[src/line_to_frame_packetizer_defines.svh]
// Assertion macros shared by the line-to-frame packetizer RTL.
// Depends on nothing; users must have signals named clock and reset in scope.
`ifndef LINE_TO_FRAME_PACKETIZER_DEFINES_SVH
`define LINE_TO_FRAME_PACKETIZER_DEFINES_SVH

// Check a property on every clock edge outside reset.
`define LFP_ASSERT(label, prop, msg) \
   label: assert property (@(posedge clock) disable iff (reset) (prop)) else $error(msg);

// Check that a condition implies a consequence in the same cycle.
`define LFP_ASSERT_IMPLY(label, ante, cons, msg) \
   label: assert property (@(posedge clock) disable iff (reset) (ante) |-> (cons)) \
      else $error(msg);

`endif

[src/lfp_pkg.sv]
// Types and constants of the line-to-frame packetizer.
// Depends on nothing; used by the front, engine, emit and top modules.
package lfp_pkg;

   localparam logic [7:0] FRAME_START = 8'h7E;
   localparam logic [7:0] LINE_FEED   = 8'h0A;
   localparam logic [7:0] CHECK_BASE  = 8'hFF;
   localparam logic [15:0] LEN_HI_MASK = 16'hFF00;
   localparam int HEADER_END = 7;
   localparam int LEN_OFFSET = 5;
   localparam int HDR_FIRST  = 3;

   localparam int CFG_REGS  = 4;
   localparam int CFG_IW    = 2;
   localparam int FQ_DEPTH  = 4;
   localparam int FQ_AW     = 2;
   localparam int FQ_CW     = 3;

   localparam logic OP_PUSH = 1'b0;
   localparam logic OP_PULL = 1'b1;

   typedef enum logic [1:0] {
      ITEM_PUSH,
      ITEM_LF,
      ITEM_PULL
   } item_kind_type;

   typedef struct packed {
      item_kind_type kind;
      logic [7:0]    data;
   } queue_entry_type;

   typedef enum logic [2:0] {
      SEL_IMM,
      SEL_START,
      SEL_HDR,
      SEL_PAY,
      SEL_SUM
   } byte_sel_type;

   typedef struct packed {
      logic         valid;
      logic         ok;
      byte_sel_type sel;
      logic [7:0]   imm;
      logic         last;
      logic         dropped;
   } result_type;

endpackage

[src/lfp_emit.sv]
// Back end of the packetizer: checksum tracking and the result register.
// Depends on lfp_pkg.
module lfp_emit import lfp_pkg::*; (
   input  logic       clock,
   input  logic       reset,
   input  result_type pend,
   input  logic [7:0] mem_data,
   output logic       pend_take,
   output logic       rsp_valid,
   input  logic       rsp_stall,
   output logic       rsp_out_valid,
   output logic [7:0] rsp_out_byte,
   output logic       rsp_frame_last,
   output logic       rsp_dropped_flag
);

   logic       rsp_valid_ff, rsp_valid_in;
   logic       out_valid_ff;
   logic [7:0] out_byte_ff, out_byte_in;
   logic       last_ff;
   logic       dropped_ff;
   logic [7:0] sum_ff, sum_in;

   assign pend_take = pend.valid && (!rsp_valid_ff || !rsp_stall);

   always_comb begin
      sum_in       = sum_ff;
      out_byte_in  = pend.imm;
      rsp_valid_in = rsp_valid_ff && rsp_stall;
      if (pend_take) begin
         rsp_valid_in = 1'b1;
         unique case (pend.sel)
            SEL_IMM: begin
            end
            SEL_START: begin
               sum_in = 8'h00;
            end
            SEL_HDR: begin
               sum_in = sum_ff + pend.imm;
            end
            SEL_PAY: begin
               out_byte_in = mem_data;
               sum_in      = sum_ff + mem_data;
            end
            SEL_SUM: begin
               out_byte_in = CHECK_BASE - sum_ff;
            end
            default: begin
            end
         endcase
      end
   end

   always_ff @(posedge clock) begin
      if (reset) begin
         rsp_valid_ff <= 1'b0;
         sum_ff       <= 8'h00;
      end else begin
         rsp_valid_ff <= rsp_valid_in;
         sum_ff       <= sum_in;
      end
   end

   always_ff @(posedge clock) begin
      if (pend_take) begin
         out_valid_ff <= pend.ok;
         out_byte_ff  <= out_byte_in;
         last_ff      <= pend.last;
         dropped_ff   <= pend.dropped;
      end
   end

   assign rsp_valid        = rsp_valid_ff;
   assign rsp_out_valid    = out_valid_ff;
   assign rsp_out_byte     = out_byte_ff;
   assign rsp_frame_last   = last_ff;
   assign rsp_dropped_flag = dropped_ff;

endmodule

[config.mk]
export PLATFORM = sky130hd
export DESIGN_NAME = lfp_emit
export DESIGN_NICKNAME = d
export VERILOG_FILES = /design/src/line_to_frame_packetizer_defines.svh /design/src/lfp_pkg.sv /design/src/lfp_emit.sv
export SDC_FILE = /design/constraint.sdc
export NUM_CORES = 1
export LEC_CHECK = 0
export BUFFER_PORTS_ARGS = -buffer_cell sky130_fd_sc_hd__buf_2
export CORE_UTILIZATION = 45
export CTS_BUF_LIST = sky130_fd_sc_hd__clkbuf_8
export DETAILED_ROUTE_END_ITERATION = 12
export GPL_ROUTABILITY_DRIVEN = 0
export GPL_TIMING_DRIVEN = 0
export PLACE_DENSITY_LB_ADDON = 0.2
export SYNTH_ARGS = -nofsm -noshare
export SYNTH_HDL_FRONTEND = slang
export SYNTH_SLANG_ARGS = --single-unit
[constraint.sdc]
create_clock -name clock -period 4.2 [get_ports clock]
set_input_delay 0.42 -clock clock [delete_from_list [all_inputs] [get_ports clock]]
set_output_delay 0.42 -clock clock [all_outputs]
set_load 0.02 [all_outputs]
* Yosys cells after proc, flatten, opt, wreduce, memory -nomap -nowiden *
Index checks and enable logic that the tools add are counted.

operators by class
  add/subtract/negate cells = 3
  eq/ne operators = 4
  multiplexer cells = 3
  reduce and logical (&&, ||, !) cells = 7

operator list
  cell                   count
  $pmux W8 S3            1
  $add A8 B8 Y8          2
  $pmux W8 S2            1
  $sub A8 B8 Y8 const A  1
  $eq A3 B2 Y1 const B   2
  $eq A3 B1 Y1 const B   1
  $eq A3 B3 Y1 const B   1
  $reduce_bool A3 Y1     1
  $logic_and A1 B1 Y1    2
  $logic_not A1 Y1       2
  $reduce_and A2 Y1      1
  $logic_or A1 B1 Y1     1
  $mux W1                1

storage, ports and cells
  flip-flop bits (word level) = 20
  bits of input ports = 26

* Logic depth before layout (Yosys ltp) *
Gate-level depths: netlist (run 1).

  depth in word-level cells = 4
  depth in mapped cells = 11
  depth with buffers taken out = 10

* Worst setup path before layout (run 1) *
OpenSTA, ideal clock, no wires.

  kind = in2reg
  start point = input pend[14] in the netlist's numbering
  end point = register sum_ff[0]
  setup time = 0.125 ns
  data arrival time = 2.720 ns
  required time = 4.075 ns
  slack = 1.355 ns
  cell stages on the path = 4
  cells stage by stage = a21boi_0 -> o211ai_1 -> a22oi_1 -> nor2_1

between the ends
  cells in the longest elaborated chain, start to end = 2

ends and longest elaborated chain
  what                                RTL line        RTL
  start, declared                     lfp_emit.sv:6   input result_type pend,
  $logic_and A1 B1 Y1                 lfp_emit.sv:24  assign pend_take = pend.valid && (!rsp_valid_ff || !rsp_stall);
  $reduce_and A2 Y1 (no source line)  -
  end signal, assigned                lfp_emit.sv:60  sum_ff <= sum_in;
  end, declared                       lfp_emit.sv:22  logic [7:0] sum_ff, sum_in;

No other way between the ends.
A chain may end at the register's enable or synchronous reset.

* Worst setup path in the final report (run 1) *
  start point = input pend[12] in the netlist's numbering
  end point = register sum_ff[6]

between the ends
  cells in the longest elaborated chain, start to end = 3
  elaborated cells between the ends (all ways) = 6
  those cells by class = 3 x eq/ne; 1 x mux; 2 x reduce/logical

ends and longest elaborated chain
  what                                                 RTL line        RTL
  $eq A3 B2 Y1 / $eq A3 B1 Y1 (equally long branches)  lfp_emit.sv:32  unique case (pend.sel)
  $reduce_bool A3 Y1 (no source line)                  -
  $reduce_and A2 Y1 (no source line)                   -

Several ways; a longest one is shown, not always the timed one.

==> results.tsv, run 1 <==
metric	value	unit
Hold Path Class	primary input to register	
FF+latch count, synth	20	
CP startpoint kind	primary input	
hold-critical path depth	1	
Async SR Flop Fraction	0	
Final WS setup	1935	ps
# setup viols final	0	
status	finished clean	
Die Y-Extent	55.72	µm
Post-Route WL	2780	µm
vias per cell	5.347	
syn avg cell area	8.835	µm²
max_cap viols	0	
synth warn	0	
period utilization	0.5393	
number of library cell types mapped by synthesis	33	
n_diodes	0	
largest net degree at the start of global routing	12	
clk buf depth	2	
Core Region	0.002734	mm²
Setup Crit Path Kind	primary input to register	
critical path arrival	2430	ps
die width	55.72	µm
Max stage delay on crit path	400	ps
H-tree depth	1	
Top FF cell, synth	edfxtp_1	
critical path's slowest cell	fa_1	
Synth top area share	0.2543	
CTS buffer count	3	
CP Cell Sequence	buf_6 -> nand3b_4 -> mux2_2 -> ha_1 -> inv_1 -> fa_1 -> nor2b_1 -> o21a_1 -> o211ai_1 -> and4_1 -> o31ai_1	
total track usage	0.1964	
routed len/inst	12.69	µm
Placement Setup Slack	1685	ps
synthesis-to-finish area growth	21.68	%
HPWL after DPL	2218	µm
DRC viols	0	
Final nets	223	
Post-synth EDFFs	11	
Port Buf Inserts	36	
dominant cells by area after synthesis	edfxtp_1 25%, dfxtp_1 14%, o21ai_0 7.7%	
die area	0.003105	mm²
Min Hold Slack	338.8	ps
floorplan row count	19	
post-synthesis sequential area ratio	0.3931	
via count	1171	
Syn Nets	181	
clock sink count	20	
FILL cells	238	
Gate Count Post-Synth	147	
Routed Antenna Nets	0	
io pins	39	
Max FO, Critical Path	10	
slew margin rel.	0.5084	
Worst Reg2Reg Path Length in Cells	8	
PwrDens	300.9	mW/mm²
Final Max Slew Viols	0	
synthesized cell area	0.001299	mm²
RSZ-0062 raised after global routing	false	
Post-CTS Resized	0	
post-synth top area cell	edfxtp_1	
Hold Buf Count CTS	0	
Initial Utilization	0.4751	
first-pass GRT wire length	4809	µm
vias in the first global route	1138	
Worst Max-Slew Pin Slew	729.6	ps
Clock Skew	1.757	ps
postcts setup bufs	0	
CTS tree	built	
initial antenna violation count	0	
setup TNS after final layout	0	ps
Critical Path RT	4360	ps
Min Clock Period, post-route	2265	ps
total grt overflow	0	
final-report hold violation count	0	
Reg clk slew, reported paths	70	ps
fmax	441.5	MHz
root buffer cell	clkbuf_8	
Post-synth top cells	20 x nand2_1, 20 x o21ai_0, 15 x nor2_1	
Critical Path End Type	register	
share of cells above drive strength 1	0.2872	
P_leak	0.6832	nW
DR iter-0 viols	33	
Max IR drop VDD	174.9	µV
DRT Pass-1 Iters	4	
worst skew pair latency	250	ps
-- stage by stage --
step	utilization	instances	power, mW	cell area, µm²
2_1_floorplan	-	147	0.2987	1299
3_3_place_gp	0.5551	214	0.3305	1518
3_5_place_dp	0.5579	215	0.3341	1525
4_1_cts	0.5780	219	0.4800	1580
5_1_grt	0.5780	219	0.5029	1580
6_report	0.5780	219	0.4754	1580
-- power breakdown --
group	switching (mW)	total (mW)	internal, mW
logic	0.0616	0.106	0.0441
clock network	0.0620	0.145	0.0833
registers	0.00468	0.224	0.220
total	0.128	0.475	0.347
-- final cells by class --
class / count / area (µm²) / area share
multi-input cells: 114 / 730.7 / 0.4624
flip-flops and latches: 20 / 510.5 / 0.3230
repair buffers: 37 / 187.7 / 0.1188
clock buffers: 4 / 55.05 / 0.03484
well taps: 31 / 38.79 / 0.02454
inverters: 8 / 30.03 / 0.01900
plain buffers: 5 / 27.53 / 0.01742
-- per-layer routing --
layer,routed length [µm],GRT usage,vias up,share of wire
li1,-,-,607,-
met5,0,0,-,0
met3,124,0.03953,4,0.045
met2,1344,0.3391,36,0.48
met4,38,0.08214,0,0.014
met1,1273,0.2374,524,0.46
-- kinds of logic after synthesis --
logic type | Yosys count | share of synthesized area
xor gates and xnor gates | 5 | 0.03372
muxes | 8 | 0.06840
AOI/OAI and AO/OA | 46 | 0.2004
and+or+nand+nor | 47 | 0.1773
DFF | 20 | 0.3931
buffers and inverters | 13 | 0.04431
adders and majority gates | 8 | 0.08285
-- flip-flops by register name, indices dropped and copies added (netlist names) --
name,count
rsp_out_byte,8
rsp_dropped_flag,1
rsp_valid,1
rsp_out_valid,1
rsp_frame_last,1
sum_ff,8
-- cells in the final DEF (no fill, tap or decap), types with 2 or more instances in the layout --
master | netlist | layout
buf_2 | 1 | 37
nand2_1 | 20 | 20
o21ai_0 | 20 | 20
nor2_1 | 15 | 15
a21oi_1 | 14 | 14
edfxtp_1 | 11 | 11
dfxtp_1 | 9 | 9
inv_1 | 8 | 8
mux2_2 | 7 | 7
ha_1 | 7 | 7
clkbuf_8 | 0 | 4
clkbuf_1 | 3 | 3
xor2_1 | 3 | 3
nand3b_1 | 3 | 3
a22oi_1 | 3 | 3
a31oi_1 | 2 | 2
o211ai_1 | 2 | 2
xnor2_1 | 2 | 2
and4_1 | 2 | 2
-- critical path, delay by kind of cell --
family	cells	cell delay (ps)
and+or+nand+nor	3	570
adders and majority gates	2	550
AOI/OAI and AO/OA	3	450
muxes	1	270
buffers and inverters	2	170
-- worst paths after layout --
| path | startpoint | to | slack (ps) |
|---|---|---|---|
| hold / removal | pend[13] | rsp_out_valid | 340 |
| setup / recovery | pend[12] | sum_ff[6] | 1940 |
| setup reg to reg | sum_ff[0] | sum_ff[6] | 2320 |
| hold reg to reg | rsp_valid | rsp_valid | 520 |
No activity file was read; power rests on OpenSTA's default activity.
==> inputs of run 2 (changes only) <==
==> constraint.sdc (replaced) <==
create_clock -name clock -period 2.3 [get_ports clock]
set_input_delay 0.23 -clock clock [delete_from_list [all_inputs] [get_ports clock]]
set_output_delay 0.23 -clock clock [all_outputs]
set_load 0.02 [all_outputs]
==> results.tsv, run 2 (synthesized netlist as in run 1, its figures left out) <==
metric	value	unit	change
status	finished clean		
period utilization	0.9080		
design area	0.001567	mm²	-0.87%
DR iter-0 viols	40		+21%
RSZ-0062 raised after global routing	false		
Hold Buf Count CTS	0		unchanged
Power Total	0.8373	mW	+76%
via count	1197		+2.2%
die width	55.72	µm	unchanged
worst skew pair latency	250	ps	about the same
CP startpoint kind	primary input		
Hold Path Class	primary input to register		
Min Clock Period, post-route	2088	ps	
Final nets	222		-0.45%
reg2reg setup slack	390	ps	-1930 ps
clk buf depth	2		unchanged
Hold Path Sink	rsp_frame_last		
Post-CTS Resized	1		+1
Worst Max-Slew Pin Slew	746.1	ps	+16.48 ps
Critical Path RT	2460	ps	-1900 ps
postcts setup bufs	0		unchanged
critical path arrival	2250	ps	-180 ps
final-report hold violation count	0		unchanged
most frequent cells in the layout	37 x buf_2, 20 x nand2_1, 20 x o21ai_0		
vias per cell	5.491		+2.7%
hold-critical path depth	1		unchanged
Post-DP Area	0.001518	mm²	-0.49%
PwrDens	534.5	mW/mm²	+78%
HPWL after DPL	2198	µm	-0.92%
H-tree depth	1		unchanged
# setup viols final	0		unchanged
floorplan row count	19		unchanged
Routed Antenna Nets	0		unchanged
hold_sp	pend[1]		
Min Hold Slack	150.5	ps	-188.3 ps
share of cells above drive strength 1	0.2834		-0.003812
FILL cells	263		+11%
Initial Utilization	0.4751		unchanged
most common cell after layout, fill and taps aside	buf_2		
fmax	478.8	MHz	
n_diodes	0		unchanged
root buffer cell	clkbuf_8		
first-pass GRT wire length	4864	µm	+1.1%
Finished Core Util	0.5730		-0.005034
Reg clk slew, reported paths	70	ps	about the same
Final Max Slew Viols	0		unchanged
die area	0.003105	mm²	unchanged
Max IR drop VDD	413.6	µV	+140%
DRC viols	0		unchanged
Worst Reg2Reg Path Length in Cells	8		unchanged
io pins	39		unchanged
clock sink count	20		unchanged
setup TNS after final layout	0	ps	unchanged
synthesis-to-finish area growth	20.62	%	
Post-Route WL	2833	µm	+1.9%
reg2reg start	sum_ff[0]		
Clock Skew	1.597	ps	-0.1598 ps
Core Region	0.002734	mm²	unchanged
Max FO, Critical Path	10		unchanged
vias in the first global route	1142		+0.35%
total grt overflow	0		unchanged
Port Buf Inserts	36		unchanged
largest net degree at the start of global routing	16		+4
total track usage	0.1949		-0.001581
DRT Pass-1 Iters	4		unchanged
CTS tree	built		
Die Y-Extent	55.72	µm	unchanged
CTS buffer count	3		unchanged
initial antenna violation count	0		unchanged
max_cap viols	0		unchanged
slew margin rel.	0.4988		-0.009670
reg2reg end	sum_ff[6]		
Critical Path End Type	register		
P_leak	0.6770	nW	-0.91%
routed len/inst	13.00	µm	+2.4%
Setup Crit Path Kind	primary input to register		
[run 2: changes by cell type in the layout (fill, tap and decap cells not counted)]
cell	change
a21boi_1	-1
a21boi_2	+1
clkbuf_8	-1
buf_4	-1
inv_1	+1
[run 2: per-layer routing]
metal,wire length (µm),global-route usage,vias up,part of all wire
met5,0,0,-,0
met3,115,0.03256,2,0.041
met4,16,0.06429,0,0.0056
met2,1427,0.3425,34,0.50
met1,1274,0.2415,556,0.45
li1,-,-,605,-
[run 2: where the power goes]
group / total, mW / internal, mW / switching [mW]
clock: 0.234 / 0.119 / 0.116
combinational: 0.193 / 0.0796 / 0.114
sequential: 0.410 / 0.401 / 0.00834
[run 2: worst max-delay path, stage by stage]
cell and delay, ps:
buf_6 120, nand3b_4 220, mux2_2 270, ha_1 160, inv_1 50, fa_1 410, nor2b_1 130, o21a_1 150
o211ai_1 100, and4_1 210, o31ai_1 200
[run 2: worst max path at each step]
stage | depth (start not counted) | end | from | slack [ps]
floorplan | 4 | sum_ff[0] | rsp_valid | 70
global placement | 5 | sum_ff[1] | pend[14] | -40
detailed placement | 5 | sum_ff[1] | pend[14] | -140
CTS | 11 | sum_ff[6] | pend[12] | 220
global route | 11 | sum_ff[6] | pend[12] | 40
finish | 11 | sum_ff[6] | pend[12] | 210
[run 2: stage by stage]
step	cells	worst slack [ps]
final	218	211.6
after global placement	214	-42.81
after CTS	218	217.0
after global routing	218	43.77
after floorplan	147	68.21
after detailed placement	214	-137.4
[run 2: cell type report]
type,count,area [µm²],area share
inverters,8,30.03,0.01917
repair buffers,36,180.2,0.1150
well taps,31,38.79,0.02476
flip-flops and latches,20,510.5,0.3259
clock inverters,1,3.754,0.002396
clock buffers,3,41.29,0.02636
plain buffers,5,27.53,0.01757
multi-input cells,114,734.5,0.4689
==> inputs of run 3 (changes only) <==
--- a/config.mk
+++ b/config.mk
@@ -6,12 +6,15 @@
 export NUM_CORES = 1
 export LEC_CHECK = 0
 export BUFFER_PORTS_ARGS = -buffer_cell sky130_fd_sc_hd__buf_2
-export CORE_UTILIZATION = 45
+export CELL_PAD_IN_SITES_DETAIL_PLACEMENT = 1
+export CELL_PAD_IN_SITES_GLOBAL_PLACEMENT = 1
+export CORE_UTILIZATION = 39
 export CTS_BUF_LIST = sky130_fd_sc_hd__clkbuf_8
 export DETAILED_ROUTE_END_ITERATION = 12
 export GPL_ROUTABILITY_DRIVEN = 0
 export GPL_TIMING_DRIVEN = 0
 export PLACE_DENSITY_LB_ADDON = 0.2
+export REMOVE_ABC_BUFFERS = 1
 export SYNTH_ARGS = -nofsm -noshare
 export SYNTH_HDL_FRONTEND = slang
 export SYNTH_SLANG_ARGS = --single-unit
==> results.tsv, run 3 (synthesized netlist as in run 1, its figures left out) <==
metric	value	unit	change
first-pass GRT wire length	5692	µm	+17%
Multi-input gate area	730.7	µm²	-0.51%
Clock Skew	3.450	ps	+1.853 ps
die width	59.71	µm	+7.2%
clk buf depth	2		unchanged
FILL cells	386		+47%
n_diodes	0		unchanged
H-tree depth	1		unchanged
RSZ-0062 raised after global routing	false		
largest net degree at the start of global routing	21		+5
synthesis-to-finish area growth	21.77	%	
most common cell after layout, fill and taps aside	buf_2		
Die Y-Extent	59.71	µm	+7.2%
Setup Crit Path Kind	primary input to register		
die area	0.003565	mm²	+15%
vias per cell	5.257		-4.3%
CP startpoint kind	primary input		
root buffer cell	clkbuf_8		
share of cells above drive strength 1	0.2903		+0.006900
period utilization	0.9167		+0.008734
Critical Path End Type	register		
total track usage	0.2111		+0.01622
Final Max Slew Viols	0		unchanged
most frequent cells in the layout	36 x buf_2, 20 x nand2_1, 20 x o21ai_0		
status	finished clean		
final-report hold violation count	0		unchanged
fmax	474.3	MHz	-0.95%
total grt overflow	0		unchanged
Initial Utilization	0.4185		-0.05651
Finished Core Util	0.5097		-0.06332
P_leak	0.6815	nW	+0.67%
DRT Pass-1 Iters	4		unchanged
Reg clk slew, reported paths	80	ps	about the same
Power Total	0.8540	mW	+2.0%
Core Region	0.003103	mm²	+14%
DRC viols	0		unchanged
critical path arrival	2290	ps	+40 ps
design area	0.001582	mm²	+0.96%
Post-DP Area	0.001524	mm²	+0.41%
io pins	39		unchanged
vias in the first global route	1251		+9.5%
FF+latch area	510.5	µm²	unchanged
slew margin rel.	0.4890		-0.009769
Critical Path RT	2480	ps	+20 ps
Post-Route WL	3391	µm	+20%
worst skew pair latency	260	ps	about the same
DR iter-0 viols	21		-48%
Worst Max-Slew Pin Slew	758.5	ps	+12.38 ps
Max IR drop VDD	170.3	µV	-59%
Routed Antenna Nets	0		unchanged
Final nets	221		-0.45%
Hold Path Class	primary input to register		
initial antenna violation count	0		unchanged
Min Clock Period, post-route	2109	ps	+20.09 ps
Max FO, Critical Path	10		unchanged
HPWL after DPL	2713	µm	+23%
CTS buffer count	3		unchanged
# setup viols final	0		unchanged
Hold Buf Count CTS	0		unchanged
clock sink count	20		unchanged
PwrDens	540.0	mW/mm²	+1.0%
floorplan row count	20		+1
via count	1209		+1.0%
CTS tree	built		
routed len/inst	14.74	µm	+13%
max_cap viols	0		unchanged
Port Buf Inserts	38		+5.6%
-- run 3: changes by cell type in the layout (fill, tap and decap cells not counted) --
cell / change
buf_4: +3
a21boi_2: -1
buf_2: -1
clkbuf_1: -3
a21boi_1: +1
buf_6: -1
clkbuf_4: +1
-- run 3: layer usage --
layer / track usage / up-vias / share of wire
li1: - / 602 / -
met3: 0.008658 / 5 / 0.036
met4: 0.06645 / 0 / 0.011
met5: 0 / - / 0
met1: 0.2624 / 574 / 0.44
met2: 0.3889 / 28 / 0.51
-- run 3: worst paths after layout --
path                   from       endpoint  slack, ps  cells after the start
setup / recovery   pend[12]      sum_ff[6]        190                     11
setup reg to reg  sum_ff[0]      sum_ff[6]        370                      8
hold / removal     pend[13]  rsp_out_valid        140                      1
hold reg to reg   rsp_valid      rsp_valid        510                      2
-- run 3: worst max-delay path, stage by stage --
cell      delay, ps
buf_2           160
nand3b_4        190
mux2_2          240
ha_1            180
inv_1            60
fa_1            410
nor2b_1         130
o21a_1          150
o211ai_1        130
and4_1          230
o31ai_1         170
-- run 3: report_power, final --
part	internal (mW)	switching [mW]	total [mW]
clock network	0.119	0.127	0.246
logic	0.0804	0.118	0.198
registers	0.401	0.00852	0.410
total	0.601	0.253	0.854
-- run 3: what timing repair did --
action	in CTS	in global routing
gates resized for setup	0	3
buffers inserted	0	1
setup endpoints to repair	0	2
-- run 3: per-stage QoR --
| step | hold slack [ps] | instances | setup TNS (ps) | setup slack (ps) |
|---|---|---|---|---|
| finish | 141.2 | 230 | 0 | 191.5 |
| global route | 133.7 | 230 | 0 | 3.118 |
| floorplan | 302.4 | 142 | -3923 | -516.0 |
| CTS | 139.8 | 229 | 0 | 23.95 |
| detailed placement | 416.9 | 225 | -430.5 | -244.9 |
| global placement | 411.1 | 224 | -5729 | -741.7 |
-- run 3: layout make-up --
type | count | share of cell area
timing repair buffer | 40 | 0.1329
clock inverter | 1 | 0.002373
tap | 44 | 0.03481
clock buffer | 3 | 0.02611
sequential | 20 | 0.3228
multi-input combinational | 114 | 0.4620
inverter | 8 | 0.01899
