==> config.mk <==
export PLATFORM = sky130hd
export DESIGN_NAME = lfp_front
export DESIGN_NICKNAME = d
export VERILOG_FILES = /design/src/line_to_frame_packetizer_defines.svh /design/src/lfp_pkg.sv /design/src/lfp_front.sv
export SDC_FILE = /design/constraint.sdc
export NUM_CORES = 1
export LEC_CHECK = 0
export BUFFER_PORTS_ARGS = -buffer_cell sky130_fd_sc_hd__buf_2
export CORE_AREA = 2 2 64 66
export DETAILED_ROUTE_END_ITERATION = 12
export DIE_AREA = 0 0 66 68
export GPL_ROUTABILITY_DRIVEN = 0
export PLACE_DENSITY = 0.84
export REMOVE_ABC_BUFFERS = 1
export SYNTH_ARGS = -nofsm -noshare
export SYNTH_HDL_FRONTEND = slang
export SYNTH_SLANG_ARGS = --single-unit
==> constraint.sdc <==
create_clock -name clock -period 3.12 [get_ports clock]
set_clock_uncertainty 0.2 [all_clocks]
set_input_delay 0.312 -clock clock [delete_from_list [all_inputs] [get_ports clock]]
set_output_delay 0.312 -clock clock [all_outputs]
set_load 0.02 [all_outputs]
==> src/line_to_frame_packetizer_defines.svh <==
// Assertion macros shared by the line-to-frame packetizer RTL.
// Depends on nothing; users must have signals named clock and reset in scope.
`ifndef LINE_TO_FRAME_PACKETIZER_DEFINES_SVH
`define LINE_TO_FRAME_PACKETIZER_DEFINES_SVH

// Check a property on every clock edge outside reset.
`define LFP_ASSERT(label, prop, msg) \
   label: assert property (@(posedge clock) disable iff (reset) (prop)) else $error(msg);

// Check that a condition implies a consequence in the same cycle.
`define LFP_ASSERT_IMPLY(label, ante, cons, msg) \
   label: assert property (@(posedge clock) disable iff (reset) (ante) |-> (cons)) \
      else $error(msg);

`endif

==> src/lfp_pkg.sv <==
// Types and constants of the line-to-frame packetizer.
// Depends on nothing; used by the front, engine, emit and top modules.
package lfp_pkg;

   localparam logic [7:0] FRAME_START = 8'h7E;
   localparam logic [7:0] LINE_FEED   = 8'h0A;
   localparam logic [7:0] CHECK_BASE  = 8'hFF;
   localparam logic [15:0] LEN_HI_MASK = 16'hFF00;
   localparam int HEADER_END = 7;
   localparam int LEN_OFFSET = 5;
   localparam int HDR_FIRST  = 3;

   localparam int CFG_REGS  = 4;
   localparam int CFG_IW    = 2;
   localparam int FQ_DEPTH  = 4;
   localparam int FQ_AW     = 2;
   localparam int FQ_CW     = 3;

   localparam logic OP_PUSH = 1'b0;
   localparam logic OP_PULL = 1'b1;

   typedef enum logic [1:0] {
      ITEM_PUSH,
      ITEM_LF,
      ITEM_PULL
   } item_kind_type;

   typedef struct packed {
      item_kind_type kind;
      logic [7:0]    data;
   } queue_entry_type;

   typedef enum logic [2:0] {
      SEL_IMM,
      SEL_START,
      SEL_HDR,
      SEL_PAY,
      SEL_SUM
   } byte_sel_type;

   typedef struct packed {
      logic         valid;
      logic         ok;
      byte_sel_type sel;
      logic [7:0]   imm;
      logic         last;
      logic         dropped;
   } result_type;

endpackage

==> src/lfp_front.sv <==
// Front of the packetizer: accept items, classify them and queue them.
// Depends on lfp_pkg.
module lfp_front import lfp_pkg::*; (
   input  logic            clock,
   input  logic            reset,
   input  logic            req_valid,
   output logic            req_stall,
   input  logic            req_opcode,
   input  logic [7:0]      req_rx_byte,
   output logic            q_valid,
   output queue_entry_type q_entry,
   input  logic            q_ready
);

   queue_entry_type        slots_ff [FQ_DEPTH];
   logic [FQ_AW-1:0]       wr_ptr_ff, wr_ptr_in;
   logic [FQ_AW-1:0]       rd_ptr_ff, rd_ptr_in;
   logic [FQ_CW-1:0]       count_ff, count_in;
   logic                   accept, keep, pop;
   queue_entry_type        classified;

   assign req_stall = (count_ff == FQ_CW'(FQ_DEPTH));
   assign accept    = req_valid && !req_stall;

   // Classify; pushed zero bytes are dropped here and never queued.
   always_comb begin
      classified.data = req_rx_byte;
      keep            = 1'b1;
      if (req_opcode == OP_PULL) begin
         classified.kind = ITEM_PULL;
      end else if (req_rx_byte == LINE_FEED) begin
         classified.kind = ITEM_LF;
      end else begin
         classified.kind = ITEM_PUSH;
         keep            = (req_rx_byte != 8'h00);
      end
   end

   assign q_valid = (count_ff != '0);
   assign q_entry = slots_ff[rd_ptr_ff];
   assign pop     = q_valid && q_ready;

   always_comb begin
      wr_ptr_in = wr_ptr_ff;
      rd_ptr_in = rd_ptr_ff;
      count_in  = count_ff;
      if (accept && keep) begin
         wr_ptr_in = wr_ptr_ff + FQ_AW'(1);
      end
      if (pop) begin
         rd_ptr_in = rd_ptr_ff + FQ_AW'(1);
      end
      count_in = count_ff + FQ_CW'(accept && keep) - FQ_CW'(pop);
   end

   always_ff @(posedge clock) begin
      if (reset) begin
         wr_ptr_ff <= '0;
         rd_ptr_ff <= '0;
         count_ff  <= '0;
      end else begin
         wr_ptr_ff <= wr_ptr_in;
         rd_ptr_ff <= rd_ptr_in;
         count_ff  <= count_in;
      end
   end

   always_ff @(posedge clock) begin
      if (accept && keep) begin
         slots_ff[wr_ptr_ff] <= classified;
      end
   end

endmodule

# Word level (Yosys, flattened, before mapping)
# Memories as Yosys holds them, arrays and structs flattened. A register that Yosys moved wholly into a read port is not among the register bits.
# Index checks and enable logic that the tools add are counted.
classes:
  addsub: 4
  eq_ne: 2
  mux: 8
  n_reduce_logical: 6
op_table:
  columns: ["operator", "n"]
  rows:
  - ["== test 8 x 4 -> 1 bit, second input constant", 1]
  - ["nonzero test 8 bit", 1]
  - ["2-to-1 mux 2 bit", 3]
  - ["2-to-1 mux 1 bit", 5]
  - ["adder 2 x 1 -> 2 bit, second input constant", 2]
  - ["adder 3 x 1 -> 3 bit", 1]
  - ["== test 3 bit, second input constant", 1]
  - ["logical AND 1 bit", 3]
  - ["nonzero test 3 bit", 1]
  - ["subtractor 3 x 1 -> 3 bit", 1]
  - ["logical NOT 1 bit", 1]
totals:
  out_inout_bits: 12
  ram_bits: 40
  mem_count: 1
  reg_bits: 7
memory_table:
  columns: ["name", "words", "word_bits", "read_ports", "rd_clocked_by_memory_dff", "wr", "line_no", "source"]
  rows:
  - ["slots_ff", 4, 10, 1, 1, 1, "lfp_front.sv:15", "queue_entry_type slots_ff [FQ_DEPTH];"]

# Longest topological paths before layout
# Gate-level depths: netlist (run 1).
logic_depth:
  word_depth: 6
  ltp_mapped: 11

# Worst setup path before layout (run 1)
# Ideal clock, no wire load.
synth_timing:
  path_kind: "reg2reg"
  start: "reg count_ff[1]"
  end: "reg count_ff[2]"
  t_arrival_ns: 2.284
  n_path_buf: 0
  stages_incl_launch_ff: 12
  setup_slack_ns: 0.558
  required_ns: 2.842
  setup_time_ns: 0.078
  path_cell_list: "dfxtp_1 > nor3b_2 > a311oi_2 > inv_1 > ha_1 > inv_1 > ha_1 > inv_1 > fa_1 > xor2_1 > and2_2 > nor3_1"
synth_via:
  elab_chain_cells: 6
synth_rtl:
  columns: ["element", "line_no", "source"]
  rows:
  - ["start, declared", "lfp_front.sv:18", "logic [FQ_CW-1:0] count_ff, count_in;"]
  - ["start signal, assigned", "lfp_front.sv:64", "count_ff <= count_in;"]
  - ["== test 3 bit", "lfp_front.sv:22", "assign req_stall = (count_ff == FQ_CW'(FQ_DEPTH));"]
  - ["via req_stall", "lfp_front.sv:7", "output logic req_stall,"]
  - ["logical NOT 1 bit", "lfp_front.sv:23", "assign accept = req_valid && !req_stall;"]
  - ["logical AND 1 bit", "lfp_front.sv:23", null]
  - ["logical AND 1 bit", "lfp_front.sv:53", "count_in = count_ff + FQ_CW'(accept && keep) - FQ_CW'(pop);"]
  - ["adder 3 x 1 -> 3 bit", "lfp_front.sv:53", null]
  - ["subtractor 3 x 1 -> 3 bit", "lfp_front.sv:53", null]
# The timed path passes the listed nets, and every way through them passes these cells.
# A chain may end at the register's enable or synchronous reset.

# Worst setup path in the final report (run 1)
layout_timing:
  start: "reg count_ff[1]"
  end: "reg count_ff[2]"
layout_via:
  elab_chain_cells: 6
layout_rtl:
  columns: ["element", "line_no"]
  rows:
  - ["== test 3 bit", "lfp_front.sv:22"]
  - ["logical NOT 1 bit", "lfp_front.sv:23"]
  - ["logical AND 1 bit", "lfp_front.sv:23"]
  - ["logical AND 1 bit", "lfp_front.sv:53"]
  - ["adder 3 x 1 -> 3 bit", "lfp_front.sv:53"]
  - ["subtractor 3 x 1 -> 3 bit (*)", "lfp_front.sv:53"]
# Mark *: on every way between the ends. The rest lies on a longest branch, timed or not.

==> results of run 1 <==
-- worst paths after layout --
kind,from,to,slack [ns],cells past startpoint
setup / recovery,count_ff[1],count_ff[2],0.35,11
hold / removal,req_rx_byte[0],slots_ff[1][0],0.05,1
setup reg to reg,count_ff[1],count_ff[2],0.35,11
hold reg to reg,rd_ptr_ff[1],flip-flop,0.34,2
-- Yosys cell counts (all sizes together) --
| cell type | count |
|---|---|
| edfxtp | 40 |
| mux4 | 10 |
| dfxtp | 9 |
| inv | 7 |
| ha | 6 |
| nor2 | 6 |
| and2 | 5 |
| buf | 2 |
| nor2b | 2 |
| nor3 | 2 |
| or4 | 2 |
| xor2 | 2 |
| a311oi | 1 |
| and3 | 1 |
| and4 | 1 |
| clkbuf | 1 |
| fa | 1 |
| nand4 | 1 |
| nor3b | 1 |
| nor4 | 1 |
| o211ai | 1 |
| o21ai | 1 |
| o311ai | 1 |
| o31a | 1 |
| o32ai | 1 |
| or3 | 1 |
| xnor2 | 1 |
-- layer usage --
| metal | up-vias | track usage [%] | part of all wire, % |
|---|---|---|---|
| met5 | - | 0 | 0 |
| met2 | 39 | 26.6 | 52 |
| met1 | 488 | 16.9 | 39 |
| met4 | 0 | 10.2 | 2.4 |
| li1 | 474 | - | - |
| met3 | 7 | 6.09 | 6.2 |
-- per-stage QoR --
step / instance area, um^2 / utilization (%) / hold WS (ns)
global placement: 2160 / 56.0 / 0.311
finish: 2250 / 58.3 / 0.0484
global route: 2250 / 58.3 / 0.0408
detailed placement: 2160 / 56.0 / 0.321
floorplan: 1980 / - / 0.179
CTS: 2250 / 58.3 / 0.0446
-- layout make-up --
cell class                 count  area share (%)
timing repair buffer          24            5.35
tap                           50            2.78
clock buffer                   6            3.23
clock inverter                 2           0.668
inverter                       7            1.17
multi-input combinational     49            25.3
sequential                    49            61.5
-- cells in the final DEF, fill, tap and decap left out, types with 2 or more instances in the layout --
cell type and n:
and2_1 4, buf_2 24, clkbuf_8 5, clkinvlp_4 2, dfxtp_1 9, edfxtp_1 40
ha_1 6, inv_1 7, mux4_2 10, nor2_1 6, nor2b_1 2, nor3_1 2
or4_1 2, xor2_1 2
-- cell families after synthesis --
group                    count (synthesis)  synth area share [%]
flip-flops                              49                  69.4
AND/OR/NAND/NOR                         23                  7.79
buffers and inverters                   10                  2.01
multiplexers                            10                  11.3
adder cells (fa/ha/maj)                  7                  4.78
AO/OA/AOI/OAI                            6                  3.39
XOR/XNOR                                 3                  1.32
-- power by group through the flow --
stage / Combinational [uW] / Clock [uW] / Sequential, uW
3_3_place_gp: 504 / 0 / 913
2_1_floorplan: 387 / 0 / 891
3_5_place_dp: 523 / 0 / 921
6_report: 517 / 359 / 902
4_1_cts: 525 / 361 / 907
5_1_grt: 572 / 389 / 919
-- state kept, by name, summed over array words and instances (netlist names), named ones only --
| name | count |
|---|---|
| count_ff | 3 |
| rd_ptr_ff | 2 |
| slots_ff | 40 |
| wr_ptr_ff | 2 |
-- worst max-delay path: cells and delay by family (launching register included) --
family,cells,cell delay (ns)
adder cells (fa/ha/maj),3,0.78
flip-flops,1,0.48
AO/OA/AOI/OAI,1,0.46
AND/OR/NAND/NOR,3,0.44
buffers and inverters,3,0.19
XOR/XNOR,1,0.16
==> impl_results.md, run 1 <==
* Initial antenna violation count at 0
* Startpoint Class: flip-flop
* Post-route setup slack at 0.349 ns
* IO buf count at 24
* Type of the most critical hold path: in -> reg
* Clock power share at 20.2%
* CTS H-tree lvls at 2
* Die Y at 68 um
* Area of the multi-input gates at 569 um^2
* Area fraction of the dominant cell type after synthesis at 60.3%
* Total wire length at 3250 um
* Critical path's most frequent cell: inv_1
* Worst-Margin Slew at 0.670 ns
* PD cells at between 700 and 800 nW/um^2
* Clock buffer depth at 2
* Net Switching at 569 uW
* First-pass GRT wire length at 4920 um
* Sequential share of the synthesized area at 69.4%
* Pin count of the biggest net entering global routing at 16
* Max_slew headroom at 55.3%
* Number of CTS-inserted buffers at 5
* Flop pwr share at between 50% and 60%
* TritonCTS clock tree: yes
* Post-cts resize count at 0
* Final Instance Count excl. Fillers at 187
* Ant. Diodes at 0
* Critical-path maximum fanout at 6
* Vias at 1008
* CP peak stage delay at 0.48 ns
* Dpl ws at 0.361 ns
* Setup TNS Final at 0 ns
* Initial DRC count at 52
* Final setup violation count at 0
* Cts hold-fix bufs at 0
* Overflow after GRT at 0
* Routed WL per cell at about 17 um
* Switching Fraction at between 30 and 40%
* Drt first pass iters at 4
* Vias/cell at between 5 and 6
* Max-cap viol count at 0
* Status: complete, no violations
* Slew Limit Fails at 0
* CP required at between 3 and 4 ns
* Number of global-route vias before repair at around 1000
* Final hold viol count at 0
* Clock Sinks at 49
* Core area at 3860 um^2
* Dpl hpwl at 2270 um
* Layout cells sized above 1 at 35.8%
* Worst path slowest cell: dfxtp_1
* Drt drc at 0
* Syn_area_per_cell at around 18 um^2
* Peak Freq at 361 MHz
* Area grow syn2layout at 12.9%
* Setup Buffers After CTS at 0
* Worst setup path class: reg -> reg
* Cell accounting for the most synthesized area: edfxtp_1
* Die width at approximately 66 um
* Leakage at between 0.0007 and 0.0008 uW
* Unique masters post-synth at 28
* Synthesized cell area at 1990 um^2
* Min Tclk post-route at around 2.8 ns
* Pint at 1210 uW
* RSZ-0062 raised after global routing: no
* Later-pin clock latency in the skew report at 0.30 ns
* PnR Total Power at ~1800 uW
* Worst path cell trace: nor3b_2 > a311oi_2 > inv_1 > ha_1 > inv_1 > ha_1 > inv_1 > fa_1 > xor2_1 > and2_2 > nor3_1
* Critical Path Sink Type: flip-flop
* Synthesis Warnings at 0
* Register area at 1380 um^2
* I/O pins at 25
* Row count at 23
* Top cells by area, synth: edfxtp_1 60%, mux4_2 11%, dfxtp_1 9.1%
* Filler cell count at 279
* Routed Antenna Nets at 0
* Layout Nets at ~160
* Placed instance count at 179
* Maximum vdd drop at 0.000432 V
* Clock-pin slew on the worst setup and hold paths at 0.09 ns
* Post-synthesis register bit count at 49
* Comb pwr share at between 20% and 30%
* CTS Root Buffer Type: clkbuf_8
* Gate Count Post-Synth at 108
* Overall global routing resource usage at 15.9%
* Worst Path Arrival at 2.79 ns
* Part of the cycle the worst path needs at around nine tenths
* Die ar. at 4490 um^2
* Initial core utilization at 51.6%
No activity file was read; power rests on OpenSTA's default activity.
==> inputs of run 2 (changes only) <==
--- a/config.mk
+++ b/config.mk
@@ -11,6 +11,7 @@
 export DIE_AREA = 0 0 66 68
 export GPL_ROUTABILITY_DRIVEN = 0
 export PLACE_DENSITY = 0.84
+export RECOVER_POWER = 25
 export REMOVE_ABC_BUFFERS = 1
 export SYNTH_ARGS = -nofsm -noshare
 export SYNTH_HDL_FRONTEND = slang
==> impl_results.md, run 2 (same netlist as run 1, synthesis figures left out) <==
* Final hold viol count at 0
* Maximum vdd drop at 0.000432 V
* Worst setup path class: reg -> reg
* Max_slew headroom at 55.4%
* Cts hold-fix bufs at 0
* Ant. Diodes at 0
* Overflow after GRT at 0
* Later-pin clock latency in the skew report at 0.30 ns
* Drt drc at 0
* Min Tclk post-route at 2.77 ns
* Startpoint Class: flip-flop
* Layout Nets at 156
* Post-cts resize count at 0
* Worst path top cell family by delay: adder cells
* Leading cell type in the layout, fill and taps excluded: edfxtp_1
* Initial antenna violation count at 0
* Slew Limit Fails at 0
* CTS H-tree lvls at 2
* Number of global-route vias before repair at 1027
* Filler cell count at 286
* Net Switching at around 570 uW
* Routed WL per cell at 17.3 um
* Area grow syn2layout at 12.4%
* Clock Sinks at a little under 50
* Die width at 66 um
* Dpl ws at 0.361 ns
* Row count at 23
* CP peak stage delay at 0.48 ns
* Clock buffer depth at 2
* Part of the cycle the worst path needs at around nine tenths
* RSZ-0062 raised after global routing: no
* First-pass GRT wire length at 4920 um
* Layout cells sized above 1 at a little under a third
* Finished Core Util at 58.0%
* Routed Antenna Nets at 0
* Worst path slowest cell: dfxtp_1
* Setup TNS Final at 0 ns
* Max-cap viol count at 0
* CP required at about 3.1 ns
* Peak Freq at 361 MHz
* Max reg flops at 40
* Overall global routing resource usage at 15.9%
* Setup Buffers After CTS at 0
* Dpl hpwl at 2270 um
* Largest registers: slots_ff x40, count_ff x3
* Critical Path Sink Type: flip-flop
* Vias/cell at 5.40
* Status: complete, no violations
* Critical-path maximum fanout at 6
* Worst hold slack at 0.0888 ns
* Final Instance Count excl. Fillers at 187
* Post-route setup slack at 0.349 ns
* Register with the most flip-flops: slots_ff
* Type of the most critical hold path: in -> reg
* Core area at between 3000 and 4000 um^2
* Worst Path Arrival at 2.79 ns
* CTS Root Buffer Type: clkbuf_8
* I/O pins at 25
* PD cells at 794 nW/um^2
* Vias at about 1000
* Flop pwr share at 50.8%
* Switching Fraction at 32.0%
* Leakage at 0.000771 uW
* Worst-Margin Slew at ~0.67 ns
* Highest-count cells in the layout ignoring fill and taps: 40 x edfxtp_1, 17 x buf_2, 10 x mux4_2, 9 x dfxtp_1, 8 x clkbuf_1
* Die ar. at 4490 um^2
* Placed instance count at 179
* Comb pwr share at 29.0%
* IO buf count at 24
* Initial DRC count at 63
* Final setup violation count at 0
* Critical path's most frequent cell: inv_1
* Clock power share at just over 20%
* TritonCTS clock tree: yes
* Pint at 1210 uW
* Clock-pin slew on the worst setup and hold paths at 0.09 ns
* Crit path buf inv count at 3
* Pin count of the biggest net entering global routing at 16
* Die Y at 68 um
* Total wire length at 3240 um
* Worst path cell trace: nor3b_2 > a311oi_2 > inv_1 > ha_1 > inv_1 > ha_1 > inv_1 > fa_1 > xor2_1 > and2_2 > nor3_1
* Drt first pass iters at 4
* Number of CTS-inserted buffers at 5
* Initial core utilization at 51.6%
==> run 2: cell types whose count changed in the layout (fill, tap and decap cells not counted), sizes merged <==
cell and change:
buf -7, clkbuf +7
==> run 2: metal layers <==
| metal | track usage, % | wire [um] | part of all wire [%] |
|---|---|---|---|
| met5 | 0 | 0 | 0 |
| met4 | 10.2 | 78 | 2.4 |
| met2 | 26.6 | 1680 | 52 |
| met3 | 6.09 | 198 | 6.1 |
| met1 | 16.9 | 1280 | 40 |
==> run 2: cell type report <==
class                           count  area (um^2)  share of cell area [%]
Clock buffer                        6         72.6                    3.24
Inverter                            7         26.3                    1.17
Clock inverter                      2         15.0                   0.671
Multi-Input combinational cell     49          569                    25.4
Sequential cell                    49         1380                    61.7
Tap cell                           50         62.6                    2.79
Timing Repair Buffer               24          111                    4.97
==> run 2: worst paths after layout <==
kind	startpoint	to	slack, ns	depth (start not counted)
max	count_ff[1]	count_ff[2]	0.35	11
min reg2reg	rd_ptr_ff[1]	flip-flop	0.34	2
min	req_rx_byte[6]	slots_ff[0][6]	0.09	1
max reg2reg	count_ff[1]	count_ff[2]	0.35	11
==> run 2: power by group through the flow <==
stage               logic [uW]  clock network, uW  registers, uW
floorplan                  387                  0            891
global placement           504                  0            913
detailed placement         523                  0            921
CTS                        525                361            907
global route               571                389            919
finish                     516                359            902
==> run 2: worst reg2reg max path, delay by kind of cell (launching register included) <==
kind | cells | cell delay (ns)
AO/OA/AOI/OAI | 1 | 0.46
XOR/XNOR | 1 | 0.16
adder cells (fa/ha/maj) | 3 | 0.78
buffers and inverters | 3 | 0.19
flip-flops | 1 | 0.48
AND/OR/NAND/NOR | 3 | 0.44
==> run 2: stage by stage <==
stage / total power [uW] / cell area (um^2)
5_1_grt: 1880 / 2240
6_report: 1780 / 2240
4_1_cts: 1790 / 2250
3_3_place_gp: 1420 / 2160
2_1_floorplan: 1280 / 1980
3_5_place_dp: 1440 / 2160
==> inputs of run 3 (changes only) <==
--- a/config.mk
+++ b/config.mk
@@ -6,11 +6,13 @@
 export NUM_CORES = 1
 export LEC_CHECK = 0
 export BUFFER_PORTS_ARGS = -buffer_cell sky130_fd_sc_hd__buf_2
-export CORE_AREA = 2 2 64 66
+export CELL_PAD_IN_SITES_DETAIL_PLACEMENT = 0
+export CELL_PAD_IN_SITES_GLOBAL_PLACEMENT = 1
+export CORE_AREA = 2 2 68 70
 export DETAILED_ROUTE_END_ITERATION = 12
-export DIE_AREA = 0 0 66 68
+export DIE_AREA = 0 0 70 72
 export GPL_ROUTABILITY_DRIVEN = 0
-export PLACE_DENSITY = 0.84
+export PLACE_DENSITY = 0.86
 export RECOVER_POWER = 25
 export REMOVE_ABC_BUFFERS = 1
 export SYNTH_ARGS = -nofsm -noshare
==> impl_results.md, run 3 (same netlist as run 1, synthesis figures left out) <==
* RSZ-0062 raised after global routing: no
* Part of the cycle the worst path needs at 89.3%
* Vias/cell at 5.22
* TritonCTS clock tree: yes
* Die Y at 72 um
* Hold wc startpoint: reset
* Row count at 24
* Area grow syn2layout at 12.2%
* Hold path depth at 2
* Worst setup path class: reg -> reg
* Drt drc at 0
* Startpoint Class: flip-flop
* Vias at just under 1000
* CTS Root Buffer Type: clkbuf_8
* Final Instance Count excl. Fillers at 189
* Hold Path End: count_ff[1]
* Comb pwr share at between 20% and 30%
* Highest-count cells in the layout ignoring fill and taps: 40 x edfxtp_1, 17 x buf_2, 10 x mux4_2, 10 x clkbuf_1, 9 x dfxtp_1
* Die width at roughly 70 um
* Net Switching at 545 uW
* Initial DRC count at 64
* First-pass GRT wire length at 5060 um
* Setup Buffers After CTS at 0
* Drt first pass iters at 4
* Leakage at between 0.0007 and 0.0008 uW
* Worst Path Arrival at 2.80 ns
* Worst flop-to-flop path startpoint: count_ff[1]
* Register with the most flip-flops: slots_ff
* Type of the most critical hold path: in -> reg
* CP required at 3.14 ns
* Switching Fraction at between 30% and 40%
* Clock-pin slew on the worst setup and hold paths at ~0.080 ns
* I/O pins at 25
* Post-cts resize count at 0
* Finished Core Util at 52.4%
* Min Tclk post-route at 2.79 ns
* Leading cell type in the layout, fill and taps excluded: edfxtp_1
* Routed WL per cell at 16.1 um
* IO buf count at 24
* Maximum vdd drop at 0.000459 V
* Die ar. at around 5000 um^2
* Setup TNS Final at 0 ns
* Worst R2R Path Depth at 11
* Layout Nets at 156
* Initial core utilization at around 47%
* Clock power share at 19.6%
* Dpl hpwl at 2120 um
* Max_slew headroom at 55.0%
* Max-cap viol count at 0
* Ant. Diodes at 0
* Number of global-route vias before repair at a little over 1000
* Placed instance count at 181
* Clock Sinks at 49
* Critical-path maximum fanout at 6
* Final setup violation count at 0
* Worst-Margin Slew at 0.675 ns
* Layout cells sized above 1 at 29.2%
* RR Endpoint: count_ff[2]
* CTS H-tree lvls at 2
* PD cells at 786 nW/um^2
* Largest registers: slots_ff x40, count_ff x3
* Cts hold-fix bufs at 0
* Overall global routing resource usage at between 10% and 20%
* Slew Limit Fails at 0
* Reg2Reg Setup Slack at 0.33 ns
* Routed Antenna Nets at 0
* Later-pin clock latency in the skew report at 0.29 ns
* Status: complete, no violations
* Pin count of the biggest net entering global routing at 14
* Flop pwr share at between 50% and 60%
* Max reg flops at 40
* Core area at 4260 um^2
* Critical Path Sink Type: flip-flop
* Pint at about 1200 uW
* Overflow after GRT at 0
* Peak Freq at 359 MHz
* Number of CTS-inserted buffers at 5
* Clock buffer depth at 2
* Total wire length at 3040 um
* Final hold viol count at 0
* Initial antenna violation count at 0
## run 3: cell types whose count changed in the layout (fill, tap and decap cells not counted), sizes merged
| cell | before | now |
|---|---|---|
| clkbuf | 13 | 15 |
| clkinvlp | 2 | 0 |
## run 3: how the worst max path moves through the flow
stage	depth (start not counted)	slack (ns)	start	end
floorplan	11	0.56	count_ff[1]	count_ff[2]
detailed placement	12	0.29	req_rx_byte[0]	count_ff[2]
global route	11	0.08	count_ff[1]	count_ff[2]
finish	11	0.33	count_ff[1]	count_ff[2]
global placement	12	0.44	req_rx_byte[0]	count_ff[2]
CTS	11	0.30	count_ff[1]	count_ff[2]
## run 3: routing by layer
| metal | routed length, um | up-vias | GRT usage [%] |
|---|---|---|---|
| met4 | 43 | 0 | 5.34 |
| met1 | 1300 | 476 | 16.4 |
| met5 | 0 | - | 0 |
| met2 | 1550 | 30 | 22.5 |
| met3 | 149 | 5 | 4.86 |
| li1 | - | 476 | - |
## run 3: final cells by class
class / instances / area, um^2
fillers: 360 / 2030
flip-flops and latches: 49 / 1380
multi-input cells: 49 / 569
repair buffers: 24 / 111
clock buffers: 8 / 80.1
well taps: 52 / 65.1
inverters: 7 / 26.3
## run 3: worst max-delay path, cell delays in order, from the launching register on
cell      delay [ns]
dfxtp_1         0.47
nor3b_2         0.13
a311oi_2        0.45
inv_1           0.09
ha_1            0.28
inv_1           0.06
ha_1            0.13
inv_1           0.04
fa_1            0.37
xor2_1          0.16
and2_2          0.20
nor3_1          0.13
## run 3: power by group through the flow
stage	Sequential (uW)	Clock, uW	Combinational (uW)
after floorplan	891	0	387
after global placement	912	0	509
after detailed placement	919	0	520
after CTS	905	353	522
after global routing	921	386	567
final	899	344	512
## run 3: per-stage QoR
step	cell area [um^2]	hold slack [ns]	worst slack [ns]	power [uW]
after floorplan	1980	0.179	0.558	1280
after global placement	2160	0.306	0.442	1420
after detailed placement	2160	0.317	0.292	1440
after CTS	2240	0.0531	0.296	1780
after global routing	2230	0.0941	0.0831	1870
final	2230	0.0983	0.334	1750
